### src/gdbc_pkg.sv
// Shared types and constants for the Gregorian day-difference counter.
package gdbc_pkg;

   localparam int COUNT_W     = 22;
   localparam int RSP_W       = 24;
   localparam logic [COUNT_W-1:0] COUNT_MAX = 22'd4194303;

   // Year reduction: 16-bit working width covers the widest year field,
   // weights 400<<7 down to 400<<0, one weight per cycle.
   localparam int RED_W       = 16;
   localparam int RED_STEPS   = 8;
   localparam int RED_STEP_W  = 3;
   localparam int RES_W       = 9;
   localparam logic [RED_W-1:0] YEAR_CYCLE = 16'd400;
   localparam logic [RES_W-1:0] CYCLE_LAST = 9'd399;

   localparam logic [3:0] MONTH_JAN = 4'd1;
   localparam logic [3:0] MONTH_FEB = 4'd2;
   localparam logic [3:0] MONTH_DEC = 4'd12;

   typedef struct packed {
      logic load;
      logic reduce;
      logic setup;
      logic step;
      logic publish;
   } gdbc_cmd_type;

   typedef struct packed {
      logic reduce_last;
      logic dates_ok;
      logic walk_done;
      logic out_free;
   } gdbc_sts_type;

   // Leap test from the year's residue modulo 400.
   function automatic logic is_leap(input logic [RES_W-1:0] res);
      logic leap;
      if (res == '0) begin
         leap = 1'b1;
      end else if (res == 9'd100 || res == 9'd200 || res == 9'd300) begin
         leap = 1'b0;
      end else begin
         leap = (res[1:0] == 2'b00);
      end
      return leap;
   endfunction

   function automatic logic [4:0] month_len(input logic [3:0] month, input logic leap);
      logic [4:0] len;
      if (month inside {4'd4, 4'd6, 4'd9, 4'd11}) begin
         len = 5'd30;
      end else if (month == MONTH_FEB) begin
         len = leap ? 5'd29 : 5'd28;
      end else begin
         len = 5'd31;
      end
      return len;
   endfunction

   function automatic logic date_ok(input logic [4:0] day, input logic [3:0] month,
                                    input logic [RES_W-1:0] res);
      logic ok;
      if (month < MONTH_JAN || month > MONTH_DEC || day == '0) begin
         ok = 1'b0;
      end else begin
         ok = (day <= month_len(month, is_leap(res)));
      end
      return ok;
   endfunction

endpackage

### src/gregorian_days_between_counter_top.sv
// Gregorian day-difference counter, top level.
//
// Input channel req_*: one word carries two dates; the block returns on rsp_*
// the number of days from the earlier date to the later one, with rsp_tuser
// set (and a count of zero) when either date is not a real calendar date.
// Dates are ordered by full year-month-day; equal dates give zero.
//
// The word is taken when req_tvalid and req_tready are high. Both years are
// reduced modulo 400 by compare-subtract steps, a check state follows, then
// the walker advances the earlier date one day per cycle. The count is
// capped at 4194303, where the walk stops. The single day walker handles one
// word at a time: the next word is taken only once the last result has gone
// into the output register.
//
// The result sits in an output register, so the next input word is taken
// while it waits. If the receiver stalls, the finished count is held inside
// until the output register frees. Reset returns to idle and drops rsp_tvalid.
module gregorian_days_between_counter_top
   import gdbc_pkg::*;
#(
   parameter int YEAR_BITS = 14
) (
   input  logic                                   clock,
   input  logic                                   reset,
   input  logic                                   req_tvalid,
   output logic                                   req_tready,
   // first_day, first_month, first_year, second_day, second_month, second_year
   input  logic [((2 * (9 + YEAR_BITS) + 7) / 8) * 8 - 1:0] req_tdata,
   output logic                                   rsp_tvalid,
   input  logic                                   rsp_tready,
   output logic [RSP_W-1:0]                       rsp_tdata,  // day_count
   output logic                                   rsp_tuser   // invalid
);

   localparam int REQ_W = ((2 * (9 + YEAR_BITS) + 7) / 8) * 8;

   gdbc_cmd_type cmd;
   gdbc_sts_type sts;

   gdbc_ctrl u_ctrl (
      .clock      (clock),
      .reset      (reset),
      .req_tvalid (req_tvalid),
      .req_tready (req_tready),
      .sts        (sts),
      .cmd        (cmd)
   );

   gdbc_datapath #(
      .YEAR_BITS (YEAR_BITS),
      .REQ_W     (REQ_W)
   ) u_datapath (
      .clock      (clock),
      .reset      (reset),
      .cmd        (cmd),
      .sts        (sts),
      .req_tdata  (req_tdata),
      .rsp_tvalid (rsp_tvalid),
      .rsp_tready (rsp_tready),
      .rsp_tdata  (rsp_tdata),
      .rsp_tuser  (rsp_tuser)
   );

endmodule

### src/gdbc_ctrl.sv
// Sequencer for the day-difference counter: load, reduce, check, walk, publish.
module gdbc_ctrl
   import gdbc_pkg::*;
(
   input  logic         clock,
   input  logic         reset,
   input  logic         req_tvalid,
   output logic         req_tready,
   input  gdbc_sts_type sts,
   output gdbc_cmd_type cmd
);

   typedef enum logic [4:0] {
      ST_IDLE   = 5'b00001,
      ST_REDUCE = 5'b00010,
      ST_CHECK  = 5'b00100,
      ST_WALK   = 5'b01000,
      ST_FINISH = 5'b10000
   } gdbc_state_type;

   gdbc_state_type state_ff, state_in;

   always_comb begin
      state_in = state_ff;
      cmd      = '0;
      case (state_ff)
         ST_IDLE: begin
            if (req_tvalid) begin
               cmd.load = 1'b1;
               state_in = ST_REDUCE;
            end
         end
         ST_REDUCE: begin
            cmd.reduce = 1'b1;
            if (sts.reduce_last) begin
               state_in = ST_CHECK;
            end
         end
         ST_CHECK: begin
            cmd.setup = 1'b1;
            state_in  = sts.dates_ok ? ST_WALK : ST_FINISH;
         end
         ST_WALK: begin
            if (sts.walk_done) begin
               state_in = ST_FINISH;
            end else begin
               cmd.step = 1'b1;
            end
         end
         ST_FINISH: begin
            if (sts.out_free) begin
               cmd.publish = 1'b1;
               state_in    = ST_IDLE;
            end
         end
         default: begin
            state_in = ST_IDLE;
         end
      endcase
   end

   assign req_tready = (state_ff == ST_IDLE);

   always_ff @(posedge clock) begin
      if (reset) begin
         state_ff <= ST_IDLE;
      end else begin
         state_ff <= state_in;
      end
   end

endmodule

### src/gdbc_datapath.sv
// Date registers, year reduction, validity/ordering and the one-day walker.
module gdbc_datapath
   import gdbc_pkg::*;
#(
   parameter int YEAR_BITS = 14,
   parameter int REQ_W     = 48
) (
   input  logic               clock,
   input  logic               reset,
   input  gdbc_cmd_type       cmd,
   output gdbc_sts_type       sts,
   input  logic [REQ_W-1:0]   req_tdata,
   output logic               rsp_tvalid,
   input  logic               rsp_tready,
   output logic [RSP_W-1:0]   rsp_tdata,
   output logic               rsp_tuser
);

   localparam int KEY_W  = YEAR_BITS + 9;
   localparam int D1_LSB = 0;
   localparam int M1_LSB = 5;
   localparam int Y1_LSB = 9;
   localparam int D2_LSB = 9 + YEAR_BITS;
   localparam int M2_LSB = 14 + YEAR_BITS;
   localparam int Y2_LSB = 18 + YEAR_BITS;

   logic [4:0]           d1_ff, d2_ff;
   logic [3:0]           m1_ff, m2_ff;
   logic [YEAR_BITS-1:0] y1_ff, y2_ff;
   logic [RED_W-1:0]     res1_ff, res1_in, res2_ff, res2_in, weight;
   logic [RED_STEP_W-1:0] red_step_ff;

   logic [4:0]           walk_day_ff, walk_day_in;
   logic [3:0]           walk_month_ff, walk_month_in;
   logic [YEAR_BITS-1:0] walk_year_ff, walk_year_in;
   logic [RES_W-1:0]     walk_res_ff, walk_res_in;
   logic [KEY_W-1:0]     goal_ff, key1, key2;
   logic [COUNT_W-1:0]   count_ff;
   logic                 inv_ff;

   logic                 rsp_valid_ff;
   logic [COUNT_W-1:0]   rsp_count_ff;
   logic                 rsp_inv_ff;

   logic                 ok1, ok2, swap;

   // One compare-subtract per cycle against 400 shifted by the step index
   assign weight  = YEAR_CYCLE << red_step_ff;
   assign res1_in = (res1_ff >= weight) ? res1_ff - weight : res1_ff;
   assign res2_in = (res2_ff >= weight) ? res2_ff - weight : res2_ff;

   assign ok1  = date_ok(d1_ff, m1_ff, res1_ff[RES_W-1:0]);
   assign ok2  = date_ok(d2_ff, m2_ff, res2_ff[RES_W-1:0]);
   assign key1 = {y1_ff, m1_ff, d1_ff};
   assign key2 = {y2_ff, m2_ff, d2_ff};
   assign swap = (key2 < key1);

   // Next day of the walk
   always_comb begin
      walk_day_in   = walk_day_ff + 5'd1;
      walk_month_in = walk_month_ff;
      walk_year_in  = walk_year_ff;
      walk_res_in   = walk_res_ff;
      if (walk_day_ff == month_len(walk_month_ff, is_leap(walk_res_ff))) begin
         walk_day_in = 5'd1;
         if (walk_month_ff == MONTH_DEC) begin
            walk_month_in = MONTH_JAN;
            walk_year_in  = walk_year_ff + 1'b1;
            walk_res_in   = (walk_res_ff == CYCLE_LAST) ? '0 : walk_res_ff + 1'b1;
         end else begin
            walk_month_in = walk_month_ff + 4'd1;
         end
      end
   end

   always_ff @(posedge clock) begin
      if (cmd.load) begin
         d1_ff   <= req_tdata[D1_LSB +: 5];
         m1_ff   <= req_tdata[M1_LSB +: 4];
         y1_ff   <= req_tdata[Y1_LSB +: YEAR_BITS];
         d2_ff   <= req_tdata[D2_LSB +: 5];
         m2_ff   <= req_tdata[M2_LSB +: 4];
         y2_ff   <= req_tdata[Y2_LSB +: YEAR_BITS];
         res1_ff <= RED_W'(req_tdata[Y1_LSB +: YEAR_BITS]);
         res2_ff <= RED_W'(req_tdata[Y2_LSB +: YEAR_BITS]);
      end else if (cmd.reduce) begin
         res1_ff <= res1_in;
         res2_ff <= res2_in;
      end
   end

   always_ff @(posedge clock) begin
      if (reset) begin
         red_step_ff <= RED_STEP_W'(RED_STEPS - 1);
      end else if (cmd.load) begin
         red_step_ff <= RED_STEP_W'(RED_STEPS - 1);
      end else if (cmd.reduce) begin
         red_step_ff <= red_step_ff - 1'b1;
      end
   end

   always_ff @(posedge clock) begin
      if (reset) begin
         walk_day_ff   <= 5'd1;
         walk_month_ff <= MONTH_JAN;
         walk_year_ff  <= '0;
         walk_res_ff   <= '0;
         goal_ff       <= '0;
         count_ff      <= '0;
         inv_ff        <= 1'b0;
      end else if (cmd.setup) begin
         inv_ff   <= !(ok1 && ok2);
         count_ff <= '0;
         if (ok1 && ok2) begin
            if (swap) begin
               walk_day_ff   <= d2_ff;
               walk_month_ff <= m2_ff;
               walk_year_ff  <= y2_ff;
               walk_res_ff   <= res2_ff[RES_W-1:0];
               goal_ff       <= key1;
            end else begin
               walk_day_ff   <= d1_ff;
               walk_month_ff <= m1_ff;
               walk_year_ff  <= y1_ff;
               walk_res_ff   <= res1_ff[RES_W-1:0];
               goal_ff       <= key2;
            end
         end
      end else if (cmd.step) begin
         walk_day_ff   <= walk_day_in;
         walk_month_ff <= walk_month_in;
         walk_year_ff  <= walk_year_in;
         walk_res_ff   <= walk_res_in;
         count_ff      <= count_ff + 1'b1;
      end
   end

   // Output word register
   always_ff @(posedge clock) begin
      if (reset) begin
         rsp_valid_ff <= 1'b0;
      end else if (cmd.publish) begin
         rsp_valid_ff <= 1'b1;
      end else if (rsp_tready) begin
         rsp_valid_ff <= 1'b0;
      end
   end

   always_ff @(posedge clock) begin
      if (cmd.publish) begin
         rsp_count_ff <= inv_ff ? '0 : count_ff;
         rsp_inv_ff   <= inv_ff;
      end
   end

   assign sts.reduce_last = (red_step_ff == '0);
   assign sts.dates_ok    = ok1 && ok2;
   // saturated count stops the walk early
   assign sts.walk_done   = ({walk_year_ff, walk_month_ff, walk_day_ff} == goal_ff) ||
                            (count_ff == COUNT_MAX);
   assign sts.out_free    = !rsp_valid_ff || rsp_tready;

   assign rsp_tvalid = rsp_valid_ff;
   assign rsp_tdata  = {{(RSP_W - COUNT_W){1'b0}}, rsp_count_ff};
   assign rsp_tuser  = rsp_inv_ff;

endmodule

### config.mk
export PLATFORM = sky130hd
export DESIGN_NAME = gregorian_days_between_counter_top
export DESIGN_NICKNAME = d
export VERILOG_FILES = /design/src/gdbc_pkg.sv /design/src/gregorian_days_between_counter_top.sv /design/src/gdbc_ctrl.sv /design/src/gdbc_datapath.sv
export SDC_FILE = /design/constraint.sdc
export NUM_CORES = 1
export LEC_CHECK = 0
export BUFFER_PORTS_ARGS = -buffer_cell sky130_fd_sc_hd__buf_2
export CORE_MARGIN = 8
export CORE_UTILIZATION = 30
export CTS_BUF_LIST = sky130_fd_sc_hd__clkbuf_8
export DETAILED_ROUTE_END_ITERATION = 8
export PLACE_DENSITY = 0.52
export SLEW_MARGIN = 20
export SYNTH_ARGS = -nofsm -noshare
export SYNTH_HDL_FRONTEND = slang
export SYNTH_SLANG_ARGS = --single-unit
### constraint.sdc
create_clock -name clock -period 4.1 [get_ports clock]
set_clock_uncertainty 0.05 [all_clocks]
set_input_delay 0.205 -clock clock [delete_from_list [all_inputs] [get_ports clock]]
set_output_delay 0.205 -clock clock [all_outputs]
set_load 0.02 [all_outputs]
Word-level counts from Yosys, hierarchy flattened. Cells that the tools add are included.

Multipliers: 0. Reduce and logical (&&, ||, !) cells: 45. $lt $le $gt $ge: 9. Eq/ne operators: 39. Mux-type cells: 68. Add/sub/neg operators: 8. Shift-type cells: 1. Bitwise gates (word level): 0. Div/mod/pow operators: 0.

Operators with widths (count): $mux W14 (12); $mux W5 (18); $mux W9 (7); $eq A9 B9 Y1 const B (4); $ge A16 B16 Y1 (2); $sub A16 B16 Y16 (2); $eq A4 B4 Y1 const B (7); $eq A9 B7 Y1 const B (3); $eq A9 B8 Y1 const B (3); $logic_not A9 Y1 (3); $pmux W5 S5 (1); $eq A4 B3 Y1 const B (6); $mux W4 (6); $eq A23 B23 Y1 (1); $lt A23 B23 Y1 (1); $mux W1 (23); $mux W23 (1); $add A22 B1 Y22 const B (1); $eq A22 B22 Y1 const B (1); $shl A9 B3 Y16 const A (1); $add A14 B1 Y14 const B (1); $reduce_bool A2 Y1 (7); $eq A4 B2 Y1 const B (3); $logic_or A1 B1 Y1 (12); 25 further kinds (44).

Bits in writable memories: 0. Bits in read-only memories: 0. Output and inout port bits: 27. Bits in registers: 188. Memories: 0. Latch bits: 0.

Longest topological paths before layout. Gate-level depths: netlist of run 1.

Depth after elaboration: 15. Depth in mapped cells: 16. Mapped depth without buffers: 15.

Cells and area by module. Synthesis of run 1 repeated with hierarchy kept, for this count alone.

Cell total of the unflattened synthesis: 1099. Area total of the unflattened synthesis: 10684.0 um^2.

Modules (own cells, without submodules): gdbc_datapath (cells an instance 1058, area an instance 10362.4 um^2, times used 1); gdbc_ctrl (cells an instance 41, area an instance 321.6 um^2, times used 1).

Worst setup path before layout of run 1. No wires, ideal clock.

Path type: reg2reg. From: register u_ctrl.state_ff[2]. To: register u_datapath.d1_ff[0], enable pin. Setup slack: 933 ps. Data required time: 3617 ps. Cell stages (with the launch flop): 7. Arrival: 2685 ps. Library setup time: 433 ps. Cells stage by stage: dfxtp_1 -> nor3_1 -> nand3b_1 -> clkinv_1 -> nand2_1 -> inv_1 -> clkbuf_1.

RTL lines: start: declaration (line gdbc_ctrl.sv:21) `gdbc_state_type state_ff, state_in;`; start signal: assignment (line gdbc_ctrl.sv:68) `state_ff <= state_in;`; end signal: assignment (line gdbc_datapath.sv:78) `d1_ff <= req_tdata[D1_LSB +: 5];`; end: declaration (line gdbc_datapath.sv:27) `logic [4:0] d1_ff, d2_ff;`.

Worst setup path in the final report of run 1.
From: register u_datapath.res2_ff[7]. To: register u_datapath.walk_res_ff[4].

Word-level cells in the longest chain between the ends: 15. Elaborated cells on any way between the ends: 18. Those cells by class: order compare (1); eq/ne (4); mux (8); reduce/logical (5).

RTL lines: start: declaration (line gdbc_datapath.sv:30) `logic [RED_W-1:0] res1_ff, res1_in, res2_ff, res2_in, weight;`; start signal: assignment (line gdbc_datapath.sv:85) `res2_ff <= RED_W'(req_tdata[Y2_LSB +: YEAR_BITS]);`; start signal: assignment (line gdbc_datapath.sv:88) `res2_ff <= res2_in;`; $eq A9 B7 Y1 / $eq A9 B8 Y1 (equally long branches) (line gdbc_pkg.sv:41) `end else if (res == 9'd100 || res == 9'd200 || res == 9'd300) begin`; $logic_or A1 B1 Y1 (2 in a row) (line gdbc_pkg.sv:41); $mux W1 (line gdbc_pkg.sv:41); $mux W1 (*) (line gdbc_pkg.sv:39) `if (res == '0) begin`; $mux W1 (*) (line gdbc_pkg.sv:64) `if (month < MONTH_JAN || month > MONTH_DEC || day == '0) begin`; $mux W1 (*) (line gdbc_pkg.sv:54) `len = leap ? 5'd29 : 5'd28;`; $mux W5 (*) (line gdbc_pkg.sv:53) `end else if (month == MONTH_FEB) begin`; $mux W5 (*) (line gdbc_pkg.sv:51) `if (month inside {4'd4, 4'd6, 4'd9, 4'd11}) begin`; $mux W5 (*) (line gdbc_pkg.sv:64); $le A5 B5 Y1 (*) (line gdbc_pkg.sv:67) `ok = (day <= month_len(month, is_leap(res)));`; $mux W1 (*) (line gdbc_pkg.sv:64); $logic_and A1 B1 Y1 (*) (line gdbc_datapath.sv:114) `if (ok1 && ok2) begin`; $ne A2 B1 Y1 (no line) (*); $reduce_and A4 Y1 (no line) (*); end signal: assignment (line gdbc_datapath.sv:119) `walk_res_ff <= res2_ff[RES_W-1:0];`; end signal: assignment (line gdbc_datapath.sv:125) `walk_res_ff <= res1_ff[RES_W-1:0];`; end signal: assignment (line gdbc_datapath.sv:133) `walk_res_ff <= walk_res_in;`; end: declaration (line gdbc_datapath.sv:36) `logic [RES_W-1:0] walk_res_ff, walk_res_in;`.

Every way passes the cells marked *; elsewhere a longest branch is shown, timed or not. The select of a mux whose other input is x is not followed. A chain may end at the register's enable or synchronous reset.

==> results of run 1 <==
==> placed cells by master, fill, tap and decap left out, types with 31 or more instances in the layout <==
cell             n
inv_1           51
nor3_1          42
nand2_1         92
o21ai_0         86
ha_1            64
edfxtp_1        97
buf_2           74
dlygate4sd3_1   47
buf_4           31
a21oi_1        104
dfxtp_1         91
nor2_1          68
==> stage by stage <==
stage	total power, mW	util
after global placement	3.35	0.330
after floorplan	3.02	-
after detailed placement	3.37	0.330
after CTS	4.68	0.354
final	4.64	0.355
after global routing	4.89	0.355
==> final timing paths <==
check | startpoint | to | cells after the start | slack (ns)
min reg2reg | u_datapath.goal_ff[17] | u_datapath.goal_ff[17] | 2 | 0.43
min | req_tvalid | u_ctrl.state_ff[0] | 2 | 0.07
max reg2reg | u_datapath.res2_ff[7] | u_datapath.walk_res_ff[4] | 16 | 0.26
max | u_datapath.res2_ff[7] | u_datapath.walk_res_ff[4] | 16 | 0.26
==> layout make-up <==
class	count	area [sq um]	area share
Clock inverter	15	146	0.0117
Inverter	52	195	0.0156
Clock buffer	17	234	0.0187
Tap cell	461	577	0.0461
Sequential cell	188	4730	0.378
Timing Repair Buffer	152	1070	0.0858
Multi-Input combinational cell	843	5560	0.444
==> per-layer routing <==
layer,share of wire,up-vias,wire length (microns),global-route usage
li1,-,4535,-,-
met1,0.49,4500,15500,0.211
met2,0.45,259,14300,0.235
met3,0.048,24,1520,0.0269
met4,0.017,0,556,0.0467
met5,0,-,0,0
==> cells by family (layout without fill, tap and decap cells) <==
| group | Yosys count | after routing | synth area share |
|---|---|---|---|
| and+or+nand+nor | 386 | 386 | 0.192 |
| AOI/OAI and AO/OA | 338 | 338 | 0.202 |
| DFF | 188 | 188 | 0.442 |
| buffers and inverters | 115 | 236 | 0.0434 |
| adders and majority gates | 64 | 64 | 0.0748 |
| xor gates and xnor gates | 44 | 44 | 0.0360 |
| muxes | 9 | 9 | 0.00854 |
| other | 1 | 2 | 0.000350 |
==> report_power, final <==
part	total (mW)	internal, mW	switching, mW	leakage [nW]
Combinational	1.14	0.436	0.705	2.75
Sequential	2.23	2.14	0.0950	1.60
Clock	1.27	0.541	0.728	0.197
==> critical path: stages, from the launching register on <==
cell	delay [ns]
edfxtp_1	0.46
nand3b_1	0.21
nor3_1	0.20
a31oi_1	0.06
o21ai_0	0.32
a21oi_1	0.12
nor3_1	0.16
a31oi_1	0.06
ha_1	0.29
nand2_1	0.05
nand4_1	0.08
o22ai_1	0.15
nor4_4	0.52
a21o_1	0.27
nand3_2	0.27
buf_4	0.28
o221ai_1	0.19
==> flip-flops by register name, indices dropped and copies added, names as in the netlist, 5 cells and up <==
register,flops
u_datapath.goal_ff,23
u_datapath.count_ff,22
u_datapath.rsp_count_ff,22
u_datapath.res1_ff,16
u_datapath.res2_ff,16
u_datapath.walk_year_ff,14
u_datapath.y1_ff,14
u_datapath.y2_ff,14
u_datapath.walk_res_ff,9
u_ctrl.state_ff,5
u_datapath.d1_ff,5
u_datapath.d2_ff,5
u_datapath.walk_day_ff,5
==> timing repair <==
action / 4_1_cts / 5_1_grt
resized for setup: 0 / 0
endpoints found under the hold margin: 69 / 0
hold buffers: 47 / 0
==> synthesized netlist by cell type (20+ instances only) <==
cell type and n:
nor2_1 69, o21ai_0 86, edfxtp_1 97, a21oi_1 104
ha_1 64, and3_1 20, nand3_1 26, inv_1 50
xnor2_1 25, nand4_1 26, dfxtp_1 91, nand2_1 92
nor3_1 42, nor2b_1 23, clkbuf_1 44
==> impl_metrics.toml, run 1 <==
[route]
drc = 0
viasPerCell = 5.39
postRouteWirelength_mm = 31.8
routed-via-count = 9318
route.antenna.remaining_nets = 0
first_iter_violations = 731
first_pass_iters = 5
wl_per_cell_microns = 18.4

[power_and_ir_drop]
irDropWorstVdd_mv = 0.253
powerDensity_nw_per_um2 = 371
power.leakage_nw = 4.55

[cts]
postCtsSetupRepairBufs = 0
tritoncts = "built"
htree_levels = 4
clock_latency_ns = 0.49
cts_root_buf = "clkbuf_8"
cts.clk_slew.worst_paths_ns = 0.11
clockBufferDepth = 2
cts_inserted_buffers = 17
clkSinkCount = 188

[synthesis]
async_reset_ff_frac = 0
ys.flop_type = "edfxtp_1"
synth_seq_cells = 188
synth_top_area_cell = "edfxtp_1"
synth_top_area_frac = 0.272
synth_area_leaders = "edfxtp_1 27%, dfxtp_1 17%, ha_1 7.5%"
ys_warn_count = 0
seq_area_frac_synth = 0.442
synth_area_sq_um = 10700
synth.distinct_cells = 74
syn_area_per_cell_sq_um = 9.35
synthCells = 1145
synth_edf_count = 97

[final_layout]
finalInstanceArea_sq_um = 12500
syn_to_final_growth_pct = 17.0
fill_cells = 3576
finalNonFillerCells = 1728
drive_gt1_frac = 0.122
antennaDiodeCount = 0
nets = 1370

[job]
max-cap-violations = 0

[grt]
grt_max_degree = 67
grt_pass1_vias = 9081
grt_usage = 0.151
grt_overflow = 0
grt_pass1_wl_mm = 50.8
grt_antenna_before_repair = 0

[run_status]
status = "finished, final reports clean"

[placed_design]
gp_congestion = 0.813
place_ws_ns = 0.354
dp_hpwl_mm = 22.9
placedInstanceArea_sq_um = 11700
numPlacedInstances = 1649
port_buffers = 74

[timing]
period_share = 0.937
maxSlewViolCount = 0
fmax_mhz = 260
hold_violations = 0
finalSetupViolations = 0
rsz0062_at_grt = "false"
finalCriticalPeriod_ns = 3.84
tightest_slew_ns = 0.870
setup_tns_ns = 0
worst_slack_ns = 0.259
relSlewSlack = 0.420
hold_slack_ns = 0.0710

[floorplanning]
io_pins = 79
die_w_microns = 205
die_area_sq_um = 42000
start_util = 0.303
core_sq_um = 35300
die_h_microns = 205
num_rows = 69

[setup_path]
path_max_fanout = 10
critPathLaunchType = "flip-flop"
critPathRequiredTime_ns = 4.46
critPathKind = "flip-flop to flip-flop"
cp-end-kind = "flip-flop"
cp.arrival_ns = 4.20

[hold_path]
hp-class = "primary input to flip-flop"
Note: power is estimated with default switching activity, not from simulation.
==> run 2, diff against run 1 <==
--- a/config.mk
+++ b/config.mk
@@ -10,7 +10,7 @@
 export CORE_UTILIZATION = 30
 export CTS_BUF_LIST = sky130_fd_sc_hd__clkbuf_8
 export DETAILED_ROUTE_END_ITERATION = 8
-export PLACE_DENSITY = 0.52
+export PLACE_DENSITY = 0.54
 export SLEW_MARGIN = 20
 export SYNTH_ARGS = -nofsm -noshare
 export SYNTH_HDL_FRONTEND = slang
==> constraint.sdc (replaced) <==
create_clock -name clock -period 3.3 [get_ports clock]
set_clock_uncertainty 0.05 [all_clocks]
set_input_delay 0.165 -clock clock [delete_from_list [all_inputs] [get_ports clock]]
set_output_delay 0.165 -clock clock [all_outputs]
set_load 0.02 [all_outputs]
==> impl_metrics.toml, run 2 (synthesis results as in run 1) <==
[timing]
finalSetupViolations = 0
fmax_mhz = 307
worst_slack_ns = 0.0467
period_share = 0.986
tightest_slew_ns = 0.947
maxSlewViolCount = 0
finalCriticalPeriod_ns = 3.25
hold_violations = 0
relSlewSlack = 0.369
rsz0062_at_grt = "true"

[final_layout]
largest_reg_flops = 23
drive_gt1_frac = 0.182
reg.largest.list = "u_datapath.goal_ff x23, u_datapath.count_ff x22, u_datapath.rsp_count_ff x22"
nets = 1420
layout_common_cells = "102 x a21oi_1, 97 x edfxtp_1, 92 x nand2_1"
finalInstanceArea_sq_um = 13300
regMostFlops = "u_datapath.goal_ff"
antennaDiodeCount = 0
final_common_cell = "a21oi_1"
syn_to_final_growth_pct = 24.6

[route]
drc = 0
route.antenna.remaining_nets = 0
first_pass_iters = 5
wl_met2_mm = 14.4
viasPerCell = 5.32
routed-via-count = 9459
met1_length_mm = 15.2
wl_per_cell_microns = 17.9
met3_length_mm = 1.35
first_iter_violations = 614
postRouteWirelength_mm = 31.8
top_layer = "met4"

[grt]
grt_overflow = 0
grt_pass1_vias = 9251
grt_usage = 0.149
grt_pass1_wl_mm = 49.9
grt_antenna_before_repair = 0
grt_max_degree = 42

[setup_path]
critPathRequiredTime_ns = 3.64
path_max_fanout = 5
rr_startpoint = "u_datapath.res2_ff[7]"
rrSetupSlack_ns = 0.05
cp_slowest_stage_delay_ns = 0.41
critPathKind = "flip-flop to flip-flop"
cp_top_family = "compound AO/OA/AOI/OAI gates"
critPathLaunchType = "flip-flop"
r2r_cells = 17
worstPathCellList = "nand3b_1, o21ai_1, a31oi_1, o21ai_1, a21oi_1, nor3_2, a31oi_1, ha_1, nand2_1, nand4_1, o22ai_2, nor4_4, buf_6, a21oi_4, buf_2, nor4_1, o31a_1"
rr_endpoint = "u_datapath.walk_day_ff[3]"
cpMaxStageDelayCell = "edfxtp_1"
cp-end-kind = "flip-flop"
cp.arrival_ns = 3.59
cp.buffers_inverters = 2

[placed_design]
placedInstanceArea_sq_um = 12100
place_ws_ns = -0.0720
gp_congestion = 0.840
dp_hpwl_mm = 22.9
port_buffers = 74

[cts]
cts.clk_slew.worst_paths_ns = 0.11
htree_levels = 4
tritoncts = "built"
cts_root_buf = "clkbuf_8"
cts_inserted_buffers = 17
clockBufferDepth = 2
clkSinkCount = 188
clock_latency_ns = 0.50

[run_status]
status = "finished, final reports clean"

[power_and_ir_drop]
power.leakage_nw = 4.88
powerDensity_nw_per_um2 = 440
irDropWorstVdd_mv = 0.371
p_total_mw = 5.87

[floorplanning]
start_util = 0.303
die_area_sq_um = 42000
die_h_microns = 205
core_sq_um = 35300
die_w_microns = 205
io_pins = 79
num_rows = 69

[hold_path]
hp-class = "primary input to flip-flop"
holdPathEnd = "u_ctrl.state_ff[0]"
min-delay-start = "req_tvalid"
hold_depth = 2

[job]
max-cap-violations = 0
-- run 2: cell types whose count changed in the layout (fill, tap and decap cells not counted), moves of 3 or more --
cell / previous run / this run
o311ai_2: 0 / 11
inv_1: 51 / 48
o221ai_1: 15 / 9
o311ai_1: 19 / 4
nor3_1: 42 / 39
o21ai_1: 0 / 4
buf_6: 0 / 4
buf_12: 0 / 9
nor3_2: 0 / 3
o221ai_2: 0 / 6
o311ai_4: 0 / 4
o21ai_0: 86 / 82
buf_4: 31 / 65
-- run 2: worst reg2reg max path, delay by kind of cell (launching register included) --
| kind | cells | cell delay [ns] |
|---|---|---|
| AO/OA/AOI/OAI | 8 | 1.33 |
| buffers and inverters | 2 | 0.38 |
| AND/OR/NAND/NOR | 6 | 0.68 |
| flip-flops | 1 | 0.41 |
| adder cells (fa/ha/maj) | 1 | 0.30 |
-- run 2: per-layer routing --
metal | vias up | GRT usage
met5 | - | 0
met4 | 0 | 0.0559
met3 | 41 | 0.0242
met2 | 229 | 0.229
met1 | 4565 | 0.208
li1 | 4624 | -
-- run 2: area by class of cell --
| cell class | instances | area, sq um |
|---|---|---|
| inverters | 52 | 195 |
| repair buffers | 202 | 1610 |
| flip-flops and latches | 188 | 4730 |
| fillers | 3495 | 22000 |
| clock buffers | 18 | 248 |
| well taps | 461 | 577 |
| multi-input cells | 843 | 5840 |
| clock inverters | 14 | 133 |
-- run 2: worst max-delay path by stage --
| stage | startpoint | end | slack, ns | cells after the start |
|---|---|---|---|---|
| 2_1_floorplan | u_ctrl.state_ff[2] | u_datapath.d1_ff[0] | 0.13 | 6 |
| 3_3_place_gp | u_datapath.res2_ff[7] | u_datapath.walk_month_ff[0] | -0.008 | 18 |
| 3_5_place_dp | u_datapath.res2_ff[7] | u_datapath.walk_res_ff[7] | -0.07 | 18 |
| 4_1_cts | u_datapath.res2_ff[7] | u_datapath.walk_res_ff[7] | 0.002 | 18 |
| 5_1_grt | u_datapath.res2_ff[7] | u_datapath.walk_day_ff[3] | -0.16 | 18 |
| 6_report | u_datapath.res2_ff[7] | u_datapath.walk_day_ff[3] | 0.05 | 17 |
-- run 2: timing repair --
action / in CTS / in global routing
hold buffers: 47 / 0
gates resized for setup: 3 / 47
buffers inserted: 3 / 3
gates cloned: 0 / 3
pin swaps: 1 / 15
endpoints found under the setup margin: 29 / 59
hold endpoints to repair: 76 / 0
-- run 2: power by group --
group          internal, mW  total [mW]  switching (mW)
Sequential             2.65        2.75           0.102
Clock                 0.631        1.55           0.923
Combinational         0.650        1.56           0.910
Total                  3.93        5.87            1.94
-- run 2: metrics by stage --
step	TNS, ns	std cells	hold slack, ns	utilization
CTS	0	1774	0.000850	0.367
floorplan	0	1146	0.214	-
global placement	-0.00761	1692	0.292	0.343
finish	0	1778	0.0467	0.378
detailed placement	-0.669	1692	0.294	0.343
global route	-3.05	1778	0.0113	0.378
==> run 3, diff against run 2 <==
--- a/config.mk
+++ b/config.mk
@@ -8,7 +8,6 @@
 export BUFFER_PORTS_ARGS = -buffer_cell sky130_fd_sc_hd__buf_2
 export CORE_MARGIN = 8
 export CORE_UTILIZATION = 30
-export CTS_BUF_LIST = sky130_fd_sc_hd__clkbuf_8
 export DETAILED_ROUTE_END_ITERATION = 8
 export PLACE_DENSITY = 0.54
 export SLEW_MARGIN = 20
==> impl_metrics.toml, run 3 (synthesis results as in run 1) <==
[timing]
maxSlewViolCount = 0
tightest_slew_ns = 0.939
setup_tns_ns = 0
finalSetupViolations = 0
fmax_mhz = 312
hold_violations = 0
rsz0062_at_grt = "true"
finalCriticalPeriod_ns = 3.20
relSlewSlack = 0.374
hold_slack_ns = 0.0481
period_share = 0.970

[setup_path]
critPathLaunchType = "flip-flop"
cp.arrival_ns = 3.48
critPathKind = "flip-flop to flip-flop"
cp-end-kind = "flip-flop"
critPathRequiredTime_ns = 3.58
rr_startpoint = "u_datapath.res2_ff[7]"
path_max_fanout = 5
r2r_cells = 19
rrSetupSlack_ns = 0.1
rr_endpoint = "u_datapath.walk_year_ff[10]"
critPathLaunch = "u_datapath.res2_ff[7]"

[route]
wl_per_cell_microns = 18.1
viasPerCell = 5.38
first_pass_iters = 5
first_iter_violations = 711
route.antenna.remaining_nets = 0
drc = 0
postRouteWirelength_mm = 32.2
routed-via-count = 9577

[cts]
cts.clk_slew.worst_paths_ns = 0.08
clock_latency_ns = 0.45
cts_inserted_buffers = 17
htree_levels = 4
cts_root_buf = "clkbuf_16"
clkSinkCount = 188
tritoncts = "built"
clockBufferDepth = 2

[grt]
grt_overflow = 0
grt_pass1_vias = 9224
grt_max_degree = 42
grt_pass1_wl_mm = 50.0
grt_usage = 0.149
grt_antenna_before_repair = 0

[final_layout]
final_core_util = 0.388
layout_common_cells = "101 x a21oi_1, 97 x edfxtp_1, 92 x nand2_1"
syn_to_final_growth_pct = 28.2
finalNonFillerCells = 1781
nets = 1423
final_common_cell = "a21oi_1"
drive_gt1_frac = 0.190
antennaDiodeCount = 0
largest_reg_flops = 23
regMostFlops = "u_datapath.goal_ff"
reg.largest.list = "u_datapath.goal_ff x23, u_datapath.count_ff x22, u_datapath.rsp_count_ff x22"

[floorplanning]
die_h_microns = 205
num_rows = 69
io_pins = 79
core_sq_um = 35300
die_area_sq_um = 42000
die_w_microns = 205
start_util = 0.303

[hold_path]
min-delay-start = "rsp_tready"
holdPathEnd = "u_datapath.rsp_tvalid"
hold_depth = 4
hp-class = "primary input to flip-flop"

[power_and_ir_drop]
irDropWorstVdd_mv = 0.363
power.leakage_nw = 5.04
powerDensity_nw_per_um2 = 465

[job]
max-cap-violations = 0

[placed_design]
dp_hpwl_mm = 22.9
port_buffers = 74
gp_congestion = 0.840
numPlacedInstances = 1692

[run_status]
status = "finished, final reports clean"
run 3: cell count changes in the layout (fill, tap and decap cells not counted), moves of 4 or more:
cell       delta
clkbuf_16    +18
o311ai_2      -9
buf_6         +7
buf_4         -4
clkbuf_8     -17
o311ai_4      +6
run 3: how the worst max path moves through the flow:
stage / to / slack, ns / cells past startpoint
finish: u_datapath.walk_year_ff[10] / 0.1 / 19
global route: u_datapath.walk_year_ff[4] / -0.13 / 19
CTS: u_datapath.walk_month_ff[0] / 0.003 / 16
detailed placement: u_datapath.walk_res_ff[7] / -0.07 / 18
global placement: u_datapath.walk_month_ff[0] / -0.008 / 18
floorplan: u_datapath.d1_ff[0] / 0.13 / 6
run 3: stage by stage:
step / setup slack (ns) / instance area, sq um / power, mW
6_report: 0.0989 / 13700 / 6.38
5_1_grt: -0.129 / 13700 / 6.71
4_1_cts: 0.00327 / 13100 / 6.40
3_5_place_dp: -0.0720 / 12100 / 4.28
3_3_place_gp: -0.00761 / 12100 / 4.26
2_1_floorplan: 0.133 / 10700 / 3.75
run 3: cell type report:
cell class | count | area [sq um]
Clock buffer | 18 | 439
Fill cell | 3462 | 21600
Tap cell | 461 | 577
Sequential cell | 188 | 4730
Inverter | 52 | 195
Clock inverter | 14 | 133
Multi-Input combinational cell | 843 | 5950
Timing Repair Buffer | 205 | 1690
run 3: what timing repair did:
action                                 4_1_cts  5_1_grt
gates cloned                                 0        4
hold buffers                                46        0
setup buffers                                1        8
pin swaps                                    1       42
setup endpoints to repair                   29       59
endpoints found under the hold margin       61        0
gates resized for setup                      2       70
run 3: routing by layer:
layer / track usage / part of all wire
met1: 0.208 / 0.47
met2: 0.230 / 0.45
met3: 0.0207 / 0.047
met4: 0.0613 / 0.028
met5: 0 / 0
run 3: critical path, stage by stage (launching register included):
cell,delay (ns)
edfxtp_1,0.39
nand3b_1,0.20
o21ai_1,0.15
a31oi_1,0.09
o21ai_1,0.16
a21oi_1,0.10
nor3_2,0.17
a31oi_1,0.06
ha_1,0.31
nand2_1,0.07
nand4_1,0.11
o22ai_2,0.21
nor4_4,0.05
buf_6,0.14
buf_4,0.13
a21o_4,0.20
nand4_1,0.10
buf_6,0.14
clkbuf_16,0.15
o221ai_2,0.09
run 3: where the power goes:
group	switching, mW	internal, mW	leakage, nW
Combinational	0.906	0.644	3.16
Sequential	0.103	2.65	1.60
Clock	0.997	1.08	0.279
